**src/sv/mtrig_pkg.sv**
```systemverilog
package mtrig_pkg;

  // Fixed field and register widths
  localparam int FIELD_W    = 16;
  localparam int REG_STAGES = 4;
  localparam int COUNT_W    = 48;
  localparam int REG_W      = 64;
  localparam int CFG_IDX_W  = 8;
  localparam int K_W        = 4;

  // Longest run of results from one item: trigger marker plus four samples
  localparam int BURST_MAX = REG_STAGES + 1;
  localparam int LEN_W     = 3;

  // Configuration register indexes
  localparam logic [CFG_IDX_W-1:0] REG_STAGE_MASKS  = 8'd0;
  localparam logic [CFG_IDX_W-1:0] REG_STAGE_VALUES = 8'd1;
  localparam logic [CFG_IDX_W-1:0] REG_WIDE_SAMPLES = 8'd2;
  localparam logic [CFG_IDX_W-1:0] REG_SAMPLE_LIMIT = 8'd3;

  // Result kinds
  typedef enum logic [1:0] {
    KIND_TRIG  = 2'd0,
    KIND_MATCH = 2'd1,
    KIND_LIVE  = 2'd2,
    KIND_END   = 2'd3
  } kind_t;

  // All results caused by one item
  typedef struct packed {
    logic [LEN_W-1:0]                      len;
    logic [BURST_MAX-1:0][1:0]             kind;
    logic [BURST_MAX-1:0][FIELD_W-1:0]     smp;
  } burst_t;

  // Control for the compare cells
  typedef struct packed {
    logic advance;
    logic clear;
  } cell_ctl_t;

endpackage

```
**src/sv/mtrig_cell.sv**
```systemverilog
module mtrig_cell #(
  parameter int SAMPLE_BITS = 16
) (
  input  logic                              clk,
  input  logic                              rst_n,
  input  mtrig_pkg::cell_ctl_t              ctl,
  input  logic [SAMPLE_BITS-1:0]            win_sample,
  input  logic [SAMPLE_BITS-1:0]            hist_in,
  input  logic                              vld_in,
  input  logic [mtrig_pkg::FIELD_W-1:0]     stage_mask,
  input  logic [mtrig_pkg::FIELD_W-1:0]     stage_value,
  output logic [SAMPLE_BITS-1:0]            hist_r,
  output logic                              vld_r,
  output logic                              hit
);

  // Compare the window sample lined up with this stage
  assign hit = ((mtrig_pkg::FIELD_W'(win_sample) & stage_mask) == stage_value);

  // Hold the fill bit of this history place; drop it when the stage masks are rewritten
  always_ff @(posedge clk) begin
    if (!rst_n) begin
      vld_r <= 1'b0;
    end else if (ctl.clear) begin
      vld_r <= 1'b0;
    end else if (ctl.advance) begin
      vld_r <= vld_in;
    end
  end

  // Advance the sample history one place
  always_ff @(posedge clk) begin
    if (ctl.advance) begin
      hist_r <= hist_in;
    end
  end

endmodule

```
**src/sv/mtrig_outq.sv**
```systemverilog
module mtrig_outq (
  input  logic                              clk,
  input  logic                              rst_n,
  input  logic                              push,
  input  mtrig_pkg::burst_t                 push_burst,
  output logic                              full,
  output logic                              out_valid,
  input  logic                              out_stall,
  output logic [1:0]                        out_kind,
  output logic [mtrig_pkg::FIELD_W-1:0]     out_sample,
  output logic                              out_last
);

  mtrig_pkg::burst_t               head_r, head_nxt, tail_r, tail_nxt;
  logic                            head_vld_r, head_vld_nxt, tail_vld_r, tail_vld_nxt;
  logic [mtrig_pkg::LEN_W-1:0]     pos_r, pos_nxt;
  logic                            take, at_last, head_done, head_free;

  assign take      = head_vld_r && !out_stall;
  assign at_last   = (pos_r == (head_r.len - mtrig_pkg::LEN_W'(1)));
  assign head_done = take && at_last;
  assign head_free = !head_vld_r || head_done;

  assign full       = tail_vld_r;
  assign out_valid  = head_vld_r;
  assign out_kind   = head_r.kind[pos_r];
  assign out_sample = head_r.smp[pos_r];
  assign out_last   = at_last;

  // Move bursts from tail to head as the head drains
  always_comb begin
    head_nxt     = head_r;
    tail_nxt     = tail_r;
    head_vld_nxt = head_vld_r;
    tail_vld_nxt = tail_vld_r;
    pos_nxt      = pos_r;
    if (head_free) begin
      pos_nxt = '0;
      if (tail_vld_r) begin
        head_nxt     = tail_r;
        head_vld_nxt = 1'b1;
        tail_vld_nxt = push;
        if (push) begin
          tail_nxt = push_burst;
        end
      end else if (push) begin
        head_nxt     = push_burst;
        head_vld_nxt = 1'b1;
      end else begin
        head_vld_nxt = 1'b0;
      end
    end else begin
      if (take) begin
        pos_nxt = pos_r + mtrig_pkg::LEN_W'(1);
      end
      if (push) begin
        tail_nxt     = push_burst;
        tail_vld_nxt = 1'b1;
      end
    end
  end

  always_ff @(posedge clk) begin
    if (!rst_n) begin
      head_vld_r <= 1'b0;
      tail_vld_r <= 1'b0;
      pos_r      <= '0;
    end else begin
      head_vld_r <= head_vld_nxt;
      tail_vld_r <= tail_vld_nxt;
      pos_r      <= pos_nxt;
    end
  end

  always_ff @(posedge clk) begin
    head_r <= head_nxt;
    tail_r <= tail_nxt;
  end

endmodule

```
**src/sv/multistage_logic_trigger_core.sv**
```systemverilog
// Serial pattern trigger for a logic analyser. The block takes one sample per cycle while
// the input is not stalled and, while armed, checks it in a row of NUM_STAGES cells that
// each hold one past sample and one fill bit; every stage compares the window sample that
// lines up with it for the current depth K, so the window of the last K samples is checked
// combinationally. An item that completes the trigger gives K+1 results (marker and K
// samples), an item that reaches the limit gives two, and these occupy the output for one
// cycle per result while the output is not stalled. Results enter the output queue when the
// item is accepted and appear once earlier results are taken. The two-burst output queue
// lets a new item enter while previous results are still being taken, so the output channel
// alone sets the sustained rate; the input stalls only while a second burst waits.
module multistage_logic_trigger_core #(
  parameter int NUM_STAGES  = 4,
  parameter int SAMPLE_BITS = 16
) (
  input  logic                                clk,
  input  logic                                rst_n,
  input  logic                                in_valid,
  output logic                                in_stall,
  input  logic [mtrig_pkg::FIELD_W-1:0]       in_sample_in,
  output logic                                out_valid,
  input  logic                                out_stall,
  output logic [1:0]                          out_kind,
  output logic [mtrig_pkg::FIELD_W-1:0]       out_sample_out,
  output logic                                out_last_of_run,
  input  logic                                cfg_valid,
  output logic                                cfg_ready,
  input  logic [mtrig_pkg::CFG_IDX_W-1:0]     cfg_index,
  input  logic [mtrig_pkg::REG_W-1:0]         cfg_data
);

  localparam int USABLE = (NUM_STAGES < mtrig_pkg::REG_STAGES) ? NUM_STAGES
                                                                : mtrig_pkg::REG_STAGES;
  localparam logic [SAMPLE_BITS-1:0] NARROW_MASK = SAMPLE_BITS'(8'hFF);
  localparam logic [mtrig_pkg::COUNT_W-1:0] COUNT_MAX = '1;

  // Configuration and control state
  logic [mtrig_pkg::REG_W-1:0]     masks_r, values_r;
  logic                            wide_r;
  logic [mtrig_pkg::COUNT_W-1:0]   limit_r, count_r, count_nxt;
  logic [mtrig_pkg::K_W-1:0]       k_r, k_nxt;
  logic                            fired_r, fired_nxt, finished_r, finished_nxt;

  logic                            in_accept, cfg_write, mask_write;
  logic [SAMPLE_BITS-1:0]          s_cur;
  mtrig_pkg::cell_ctl_t            ctl;

  logic [SAMPLE_BITS-1:0]          hist[NUM_STAGES];
  logic                            vld[NUM_STAGES];
  logic                            hit[NUM_STAGES];
  logic [SAMPLE_BITS-1:0]          sel[NUM_STAGES];
  logic [SAMPLE_BITS-1:0]          win[NUM_STAGES+1];

  logic                            match, at_end;
  mtrig_pkg::burst_t               burst;
  logic                            push;
  logic                            q_full;

  assign cfg_ready  = 1'b1;
  assign cfg_write  = cfg_valid && cfg_ready;
  assign mask_write = cfg_write && (cfg_index == mtrig_pkg::REG_STAGE_MASKS);
  assign in_stall   = q_full;
  assign in_accept  = in_valid && !in_stall;

  // Cut the sample to the active width
  assign s_cur = in_sample_in[SAMPLE_BITS-1:0] & (wide_r ? {SAMPLE_BITS{1'b1}} : NARROW_MASK);

  assign ctl.advance = in_accept;
  assign ctl.clear   = mask_write;

  // Row of compare cells: history and fill bits shift right
  for (genvar j = 0; j < NUM_STAGES; j++) begin : g_cell
    logic [mtrig_pkg::FIELD_W-1:0] cell_mask, cell_value;
    if (j < mtrig_pkg::REG_STAGES) begin : g_reg
      assign cell_mask  = masks_r[mtrig_pkg::FIELD_W*j +: mtrig_pkg::FIELD_W];
      assign cell_value = values_r[mtrig_pkg::FIELD_W*j +: mtrig_pkg::FIELD_W];
    end else begin : g_none
      assign cell_mask  = '0;
      assign cell_value = '0;
    end
    if (j == 0) begin : g_first
      mtrig_cell #(.SAMPLE_BITS(SAMPLE_BITS)) u_cell (
        .clk        (clk),
        .rst_n      (rst_n),
        .ctl        (ctl),
        .win_sample (sel[j]),
        .hist_in    (s_cur),
        .vld_in     (1'b1),
        .stage_mask (cell_mask),
        .stage_value(cell_value),
        .hist_r     (hist[j]),
        .vld_r      (vld[j]),
        .hit        (hit[j])
      );
    end else begin : g_next
      mtrig_cell #(.SAMPLE_BITS(SAMPLE_BITS)) u_cell (
        .clk        (clk),
        .rst_n      (rst_n),
        .ctl        (ctl),
        .win_sample (sel[j]),
        .hist_in    (hist[j-1]),
        .vld_in     (vld[j-1]),
        .stage_mask (cell_mask),
        .stage_value(cell_value),
        .hist_r     (hist[j]),
        .vld_r      (vld[j]),
        .hit        (hit[j])
      );
    end
  end

  // Window by age: the new sample, then history newest first
  always_comb begin
    win[0] = s_cur;
    for (int a = 1; a <= NUM_STAGES; a++) begin
      win[a] = hist[a-1];
    end
  end

  // Line stage j up with the sample of age K-1-j
  always_comb begin
    for (int j = 0; j < NUM_STAGES; j++) begin
      sel[j] = s_cur;
      for (int a = 0; a < NUM_STAGES; a++) begin
        if (mtrig_pkg::K_W'(a + j + 1) == k_r) begin
          sel[j] = win[a];
        end
      end
    end
  end

  // Full match: every active stage hits and the history holds K-1 samples
  always_comb begin
    match = 1'b1;
    for (int j = 0; j < NUM_STAGES; j++) begin
      if ((mtrig_pkg::K_W'(j) < k_r) && !hit[j]) begin
        match = 1'b0;
      end
      if ((mtrig_pkg::K_W'(j + 2) == k_r) && !vld[j]) begin
        match = 1'b0;
      end
    end
  end

  // Number of active stages from a new mask word
  always_comb begin
    k_nxt = mtrig_pkg::K_W'(USABLE);
    for (int j = USABLE - 1; j >= 0; j--) begin
      if (cfg_data[mtrig_pkg::FIELD_W*j +: mtrig_pkg::FIELD_W] == '0) begin
        k_nxt = mtrig_pkg::K_W'(j);
      end
    end
  end

  // Build the results of the current item and the next control state
  always_comb begin
    count_nxt    = (count_r == COUNT_MAX) ? count_r : count_r + mtrig_pkg::COUNT_W'(1);
    at_end       = (limit_r != '0) && (count_nxt >= limit_r);
    fired_nxt    = fired_r;
    finished_nxt = finished_r;
    burst        = '0;
    push         = 1'b0;
    if (finished_r) begin
      count_nxt = count_r;
    end else if (!fired_r && (k_r != '0)) begin
      count_nxt = count_r;
      if (match) begin
        push             = in_accept;
        fired_nxt        = 1'b1;
        burst.len        = mtrig_pkg::LEN_W'(k_r) + mtrig_pkg::LEN_W'(1);
        burst.kind[0]    = mtrig_pkg::KIND_TRIG;
        for (int p = 1; p < mtrig_pkg::BURST_MAX; p++) begin
          burst.kind[p] = mtrig_pkg::KIND_MATCH;
          for (int a = 0; a <= NUM_STAGES; a++) begin
            if (mtrig_pkg::K_W'(a + p) == k_r) begin
              burst.smp[p] = mtrig_pkg::FIELD_W'(win[a]);
            end
          end
        end
      end
    end else begin
      push          = in_accept;
      fired_nxt     = 1'b1;
      burst.kind[0] = mtrig_pkg::KIND_LIVE;
      burst.smp[0]  = mtrig_pkg::FIELD_W'(s_cur);
      burst.len     = mtrig_pkg::LEN_W'(1);
      if (at_end) begin
        finished_nxt  = 1'b1;
        burst.kind[1] = mtrig_pkg::KIND_END;
        burst.len     = mtrig_pkg::LEN_W'(2);
      end
    end
  end

  // Hold trigger state; take register writes
  always_ff @(posedge clk) begin
    if (!rst_n) begin
      masks_r    <= '0;
      values_r   <= '0;
      wide_r     <= 1'b0;
      limit_r    <= '0;
      k_r        <= '0;
      fired_r    <= 1'b1;
      finished_r <= 1'b0;
      count_r    <= '0;
    end else begin
      if (in_accept) begin
        finished_r <= finished_nxt;
        count_r    <= count_nxt;
      end
      // A new mask word re-arms the search unless its first mask field is zero
      if (mask_write) begin
        fired_r <= (cfg_data[mtrig_pkg::FIELD_W-1:0] == '0);
      end else if (in_accept) begin
        fired_r <= fired_nxt;
      end
      if (cfg_write) begin
        unique case (cfg_index)
          mtrig_pkg::REG_STAGE_MASKS: begin
            masks_r <= cfg_data;
            k_r     <= k_nxt;
          end
          mtrig_pkg::REG_STAGE_VALUES: values_r <= cfg_data;
          mtrig_pkg::REG_WIDE_SAMPLES: wide_r   <= cfg_data[0];
          mtrig_pkg::REG_SAMPLE_LIMIT: limit_r  <= cfg_data[mtrig_pkg::COUNT_W-1:0];
          default: ;
        endcase
      end
    end
  end

  mtrig_outq u_outq (
    .clk       (clk),
    .rst_n     (rst_n),
    .push      (push),
    .push_burst(burst),
    .full      (q_full),
    .out_valid (out_valid),
    .out_stall (out_stall),
    .out_kind  (out_kind),
    .out_sample(out_sample_out),
    .out_last  (out_last_of_run)
  );

endmodule
```
**config.mk**
```make
export PLATFORM = sky130hd
export DESIGN_NAME = multistage_logic_trigger_core
export DESIGN_NICKNAME = d
export VERILOG_FILES = /design/src/sv/mtrig_pkg.sv /design/src/sv/mtrig_cell.sv /design/src/sv/mtrig_outq.sv /design/src/sv/multistage_logic_trigger_core.sv
export SDC_FILE = /design/constraint.sdc
export NUM_CORES = 1
export LEC_CHECK = 0
export BUFFER_PORTS_ARGS = -buffer_cell sky130_fd_sc_hd__buf_2
export CORE_MARGIN = 4
export CORE_UTILIZATION = 50
export CTS_CLUSTER_DIAMETER = 40
export DETAILED_ROUTE_END_ITERATION = 10
export PLACE_DENSITY = 0.7
export SLEW_MARGIN = 20
export SYNTH_ARGS = -nofsm -noshare
export SYNTH_HDL_FRONTEND = slang
export SYNTH_SLANG_ARGS = --single-unit
```
**constraint.sdc**
```tcl
create_clock -name clk -period 11.6 [get_ports clk]
set_input_delay 0.58 -clock clk [delete_from_list [all_inputs] [get_ports clk]]
set_output_delay 0.58 -clock clk [all_outputs]
set_load 0.01 [all_outputs]
```
==> results of run 1 <==
[per-stage QoR]
stage               area [µm²]  utilization, %  setup WS (ps)  hold slack [ps]  instances
floorplan                25700               -            837              424       2934
global placement         26600            52.8           4240              439       3561
finish                   29400            58.1           4130              253       3705
detailed placement       26600            52.8           4180              446       3561
CTS                      29300            58.1           4160              228       3702
global route             29300            58.1           3910              247       3704
[Yosys cell counts, drive strengths merged (48+ instances only)]
cell type	number
a21oi	301
buf	48
clkbuf	148
dfxtp	239
edfxtp	238
ha	59
inv	127
nand2	627
nor2	138
nor3	85
nor4	50
o21ai	138
o31ai	69
xnor2	59
xor2	48
[critical path: stages, from the launching register on]
cell and delay [ps]:
dfxtp_2 310, buf_4 570, clkinv_1 820, ha_1 490, buf_4 320, inv_1 700
nand2_1 290, o21ai_0 310, mux2_2 360, a2111oi_0 400, nand4_1 430, o41a_1 540
or4_1 600, a21oi_4 200, buf_6 620
[power by group through the flow]
stage | clock (mW) | combinational (mW) | sequential [mW]
floorplan | 0 | 0.122 | 1.92
global placement | 0 | 0.208 | 1.94
detailed placement | 0 | 0.212 | 1.94
CTS | 2.41 | 0.212 | 1.90
global route | 2.49 | 0.232 | 1.91
finish | 2.38 | 0.216 | 1.91
[registers in the layout, summed over array words and instances, names as in the netlist]
register / count
g_cell.g_first.u_cell.hist_r: 16
g_cell.g_next.u_cell.hist_r: 48
k_r: 3
count_r: 48
values_r: 64
g_cell.g_first.u_cell.vld_r: 1
u_outq.out_valid: 1
limit_r: 48
masks_r: 64
finished_r: 1
g_cell.g_next.u_cell.vld_r: 3
u_outq.head_r: 87
u_outq.tail_r: 87
wide_r: 1
fired_r: 1
u_outq.full: 1
u_outq.pos_r: 3
[routing by layer]
metal  track usage [%]  share of wire [%]
met5                 0              0.076
met4              12.4                4.1
met3              8.35                 11
met2              45.0                 43
met1              42.6                 41
[worst max path at each step]
stage	from	cells after the start	to
after CTS	k_r[2]	14	u_outq.tail_r[14]
after global routing	k_r[2]	14	u_outq.tail_r[29]
final	k_r[2]	14	u_outq.tail_r[42]
after floorplan	k_r[2]	16	u_outq.head_r[0]
after global placement	k_r[2]	14	u_outq.tail_r[72]
after detailed placement	k_r[2]	14	u_outq.tail_r[74]
[cell type report]
cell class | count | area [µm²] | share of cell area (%)
Multi-Input combinational cell | 2132 | 12500 | 42.7
Tap cell | 672 | 841 | 2.86
Sequential cell | 477 | 11900 | 40.7
Timing Repair Buffer | 153 | 877 | 2.99
Inverter | 129 | 489 | 1.67
Clock inverter | 50 | 622 | 2.12
Antenna cell | 1 | 2.50 | 0.00853
Clock buffer | 91 | 2050 | 7.00
[logic make-up (layout without fill, tap and decap cells)]
group	after synthesis	in the layout	synth area share [%]
and+or+nand+nor	1183	1183	21.2
AOI/OAI and AO/OA	719	719	17.4
DFF	477	477	46.3
buffers and inverters	325	423	5.17
xor gates and xnor gates	107	107	3.64
muxes	63	63	3.32
adders and majority gates	59	59	2.87
other	1	2	0.0146
==> impl_metrics.env, run 1 <==
export IMPL_drt_pass1_iter_count=6
export IMPL_synth_main_ff_cell="dfxtp_1"
export IMPL_p_comb_share_pct=4.8
export IMPL_slew_headroom_pct=29.0
export IMPL_min_from="cfg_data[56]"
export IMPL_synth_top_area_share_pct=27.8
export IMPL_end_kind="flip-flop"
export IMPL_fin_skew_ps=36.9
export IMPL_worst_pin_slew_ps=1060
export IMPL_drtIter0Drc=2910
export IMPL_cp_start_kind="flip-flop"
export IMPL_p_seq_share_pct=42.3
export IMPL_fin_tns_setup_ps=0
export IMPL_drive_gt1_share_pct=11.9
export IMPL_r2r_end="u_outq.tail_r[42]"
export IMPL_die_width_um=235
export IMPL_ys_types=80
export IMPL_drc=0
export IMPL_synthArstFlopShare_pct=0
export IMPL_grt_overflow_total=0
export IMPL_core_um2=50500
export IMPL_ir_drop_uv=110
export IMPL_grt_pass1_vias=21600
export IMPL_fin_nets=3122
export IMPL_swShare_pct=23.8
export IMPL_switching_power_mw=1.07
export IMPL_row_count=82
export IMPL_cts_root_buf="clkbuf_16"
export IMPL_yosysWarnings=0
export IMPL_io_pins=115
export IMPL_dieHeight_um=235
export IMPL_postRouteAntennaNets=0
export IMPL_syn_inst=2934
export IMPL_design_die_area_um2=55200
export IMPL_final_common_cell="nand2_1"
export IMPL_clock_latency_ps=620
export IMPL_yosys_area_top_type="edfxtp_1"
export IMPL_min_period_ps=7470
export IMPL_cp_arrival_ps=7690
export IMPL_r2r_worst_path_cells=14
export IMPL_synth_edf_count=238
export IMPL_grt_start_max_net_pins=108
export IMPL_synth_area_leaders="edfxtp_1 (28%), dfxtp_1 (19%), nand2_1 (9.1%), a21oi_1 (5.8%), ha_1 (2.9%)"
export IMPL_areaGrowthSynthToFinish_pct=14.0
export IMPL_cp_required_ps=11820
export IMPL_vias=23200
export IMPL_layout_common_cells="nand2_1 (626), a21oi_1 (299), edfxtp_1 (238)"
export IMPL_p_per_area_nw_per_um2=153
export IMPL_hold_end="masks_r[56]"
export IMPL_initial_core_util_pct=51.0
export IMPL_cap_violations=0
export IMPL_htree_levels=3
export IMPL_regToRegSetupSlack_ps=4130
export IMPL_yosysSeqAreaShare_pct=46.3
export IMPL_cts_repair_resize_count=0
export IMPL_status="finished, final reports clean"
export IMPL_numCtsBuffers=77
export IMPL_syn_num_nets=3086
export IMPL_clock_path_buffers=3
export IMPL_finalMaxSlewViolations=0
export IMPL_grt_antenna_before_repair=8
export IMPL_setup_viol=0
export IMPL_p_clk_share_pct=52.9
export IMPL_drt_wl_total_um=88500
export IMPL_grt_pass1_wl_um=132000
export IMPL_synth_avg_cell_area_um2=8.77
export IMPL_p_total_mw=4.50
export IMPL_cts_hold_buffers=0
export IMPL_fill_cells=4490
export IMPL_max_freq_mhz=134
export IMPL_port_buffer_count=113
export IMPL_post_dp_hpwl_um=61700
export IMPL_path_clk_slew_ps=50
export IMPL_grtUsageTotal_pct=30.5
export IMPL_viasPerCell=6.28
export IMPL_intPower_mw=3.43
export IMPL_reg2reg_from="k_r[2]"
export IMPL_cp_max_fo=86
export IMPL_cts_tree="built"
export IMPL_leakagePower_nw=10.4
export IMPL_wl_per_cell_um=23.9
export IMPL_netlist_area_um2=25700
export IMPL_clock_sinks=477
export IMPL_fin_crit_sh_pct=64.4
export IMPL_hold_viol_final=0
export IMPL_synth_seq_cells=477
export IMPL_min_path_type="input port to flip-flop"
export IMPL_place_gp_congestion=0.992
export IMPL_postCtsSetupBuffers=0
export IMPL_path_class="flip-flop to flip-flop"
export IMPL_rsz0062_at_grt="no"
export IMPL_whs_path_depth=3
Note: power is estimated with default switching activity, not from simulation.
==> run 2: changes to the inputs <==
- clock period: 11.6 -> 6.1 ns (I/O delays scaled with it)
==> impl_metrics.env, run 2 (synthesis gave the netlist of run 1 again) <==
export IMPL_worst_pin_slew_ps=1150
export IMPL_drt_wl_total_um=89700
export IMPL_grt_start_max_net_pins=94
export IMPL_whs_ps=28.9
export IMPL_slowest_stage="or4_1"
export IMPL_grt_pass1_vias=22300
export IMPL_post_route_util_pct=59.8
export IMPL_cp_num_cells=20
export IMPL_die_width_um=235
export IMPL_layout_common_cells="nand2_1 (624), a21oi_1 (299), edfxtp_1 (238)"
export IMPL_place_inst=3602
export IMPL_fin_crit_sh_pct=92.2
export IMPL_wl_met3_um=9430
export IMPL_numCtsBuffers=75
export IMPL_cp_arrival_ps=5940
export IMPL_core_um2=50500
export IMPL_viasPerCell=6.28
export IMPL_cts_repair_resize_count=0
export IMPL_crit_family="simple AND/OR/NAND/NOR gates"
export IMPL_fin_nets=3203
export IMPL_hold_viol_final=0
export IMPL_drive_gt1_share_pct=13.3
export IMPL_cap_violations=0
export IMPL_path_clk_slew_ps=60
export IMPL_fin_tns_setup_ps=0
export IMPL_worst_slack_ps=473
export IMPL_p_per_area_nw_per_um2=280
export IMPL_whs_path_depth=3
export IMPL_cts_tree="built"
export IMPL_areaGrowthSynthToFinish_pct=17.3
export IMPL_highest_layer="met4"
export IMPL_wl_met1_um=37600
export IMPL_insertedDiodeCount=0
export IMPL_io_pins=115
export IMPL_met2WireLength_um=39000
export IMPL_setup_viol=0
export IMPL_slew_headroom_pct=22.8
export IMPL_grt_overflow_total=0
export IMPL_path_cells="nand4_1 -> or4_1 -> or4_1 -> o21ai_0 -> or3_1 -> nor2_1 -> nand3_1 -> nor2_1 -> xor2_1 -> ha_1 -> a21o_1 -> a21o_1 -> a211o_1 -> a21oi_1 -> o21ai_0 -> o21ai_0 -> a21oi_1 -> a21oi_1 -> nand2b_1 -> o211ai_1"
export IMPL_vias=23800
export IMPL_min_path_type="input port to flip-flop"
export IMPL_min_period_ps=5630
export IMPL_rsz0062_at_grt="no"
export IMPL_cts_hold_buffers=44
export IMPL_drt_pass1_iter_count=6
export IMPL_post_dp_hpwl_um=63900
export IMPL_grt_antenna_before_repair=0
export IMPL_fin_skew_ps=29.3
export IMPL_dieHeight_um=235
export IMPL_drtIter0Drc=3026
export IMPL_cp_start_kind="flip-flop"
export IMPL_clock_latency_ps=610
export IMPL_crit_buf_inv=0
export IMPL_clock_sinks=477
export IMPL_top_regs="u_outq.head_r (87), u_outq.tail_r (87)"
export IMPL_cp_required_ps=6410
export IMPL_finalNonFillerCells=3782
export IMPL_port_buffer_count=113
export IMPL_grtUsageTotal_pct=31.2
export IMPL_end_kind="flip-flop"
export IMPL_initial_core_util_pct=51.0
export IMPL_ir_drop_uv=222
export IMPL_postCtsSetupBuffers=0
export IMPL_max_freq_mhz=178
export IMPL_slowest_delay_ps=700
export IMPL_path_class="flip-flop to flip-flop"
export IMPL_postRouteAntennaNets=0
export IMPL_r2r_worst_path_cells=20
export IMPL_final_common_cell="nand2_1"
export IMPL_finalMaxSlewViolations=0
export IMPL_clock_path_buffers=3
export IMPL_wl_per_cell_um=23.7
export IMPL_place_gp_congestion=0.994
export IMPL_row_count=82
export IMPL_drc=0
export IMPL_leakagePower_nw=10.8
export IMPL_grt_pass1_wl_um=136000
export IMPL_status="finished, final reports clean"
export IMPL_htree_levels=3
export IMPL_cp_max_fo=8
export IMPL_pre_cts_slack_ps=668
export IMPL_design_die_area_um2=55200
export IMPL_cts_root_buf="clkbuf_16"
export IMPL_fill_cells=4370
==> run 2: cell count changes in the layout (fill, tap and decap cells not counted), sizes merged <==
cell,delta
bufinv,-3
buf,+39
clkbuf,-5
inv,+5
clkinv,-3
diode,-1
clkinvlp,+1
dlygate4sd3,+44
==> run 2: area by class of cell <==
class                   count  area, µm²  area share [%]
multi-input cells        2132      12600            41.6
inverters                 129        494            1.64
flip-flops and latches    477      11900            39.5
well taps                 672        841            2.78
repair buffers            236       1760            5.83
clock buffers              86       2000            6.62
clock inverters            50        597            1.98
==> run 2: worst min-delay path, cell delays in order <==
cell and delay [ps]:
buf_2 150, nand2_1 70, a21oi_1 50
==> run 2: path summary, 6_finish.rpt <==
kind,start,endpoint,slack (ps)
max,count_r[3],u_outq.head_r[82],470
min,cfg_data[2],masks_r[2],30
max reg2reg,count_r[3],u_outq.head_r[82],470
min reg2reg,masks_r[58],masks_r[58],450
==> run 2: routing by layer <==
metal | track usage, % | vias to the layer above
li1 | - | 10700
met1 | 44.0 | 11400
met2 | 47.0 | 1354
met3 | 7.11 | 241
met4 | 11.9 | 0
met5 | 0 | -
==> run 2: metrics by stage <==
stage | total power [mW] | area, µm²
after CTS | 8.51 | 30200
after floorplan | 3.88 | 25800
final | 8.47 | 30200
after global routing | 8.70 | 30200
after global placement | 4.11 | 27200
after detailed placement | 4.13 | 27200
==> run 2: report_power, final <==
group | internal, mW | switching, mW
Clock | 2.72 | 1.65
Combinational | 0.171 | 0.311
Sequential | 3.52 | 0.0940
Total | 6.41 | 2.06
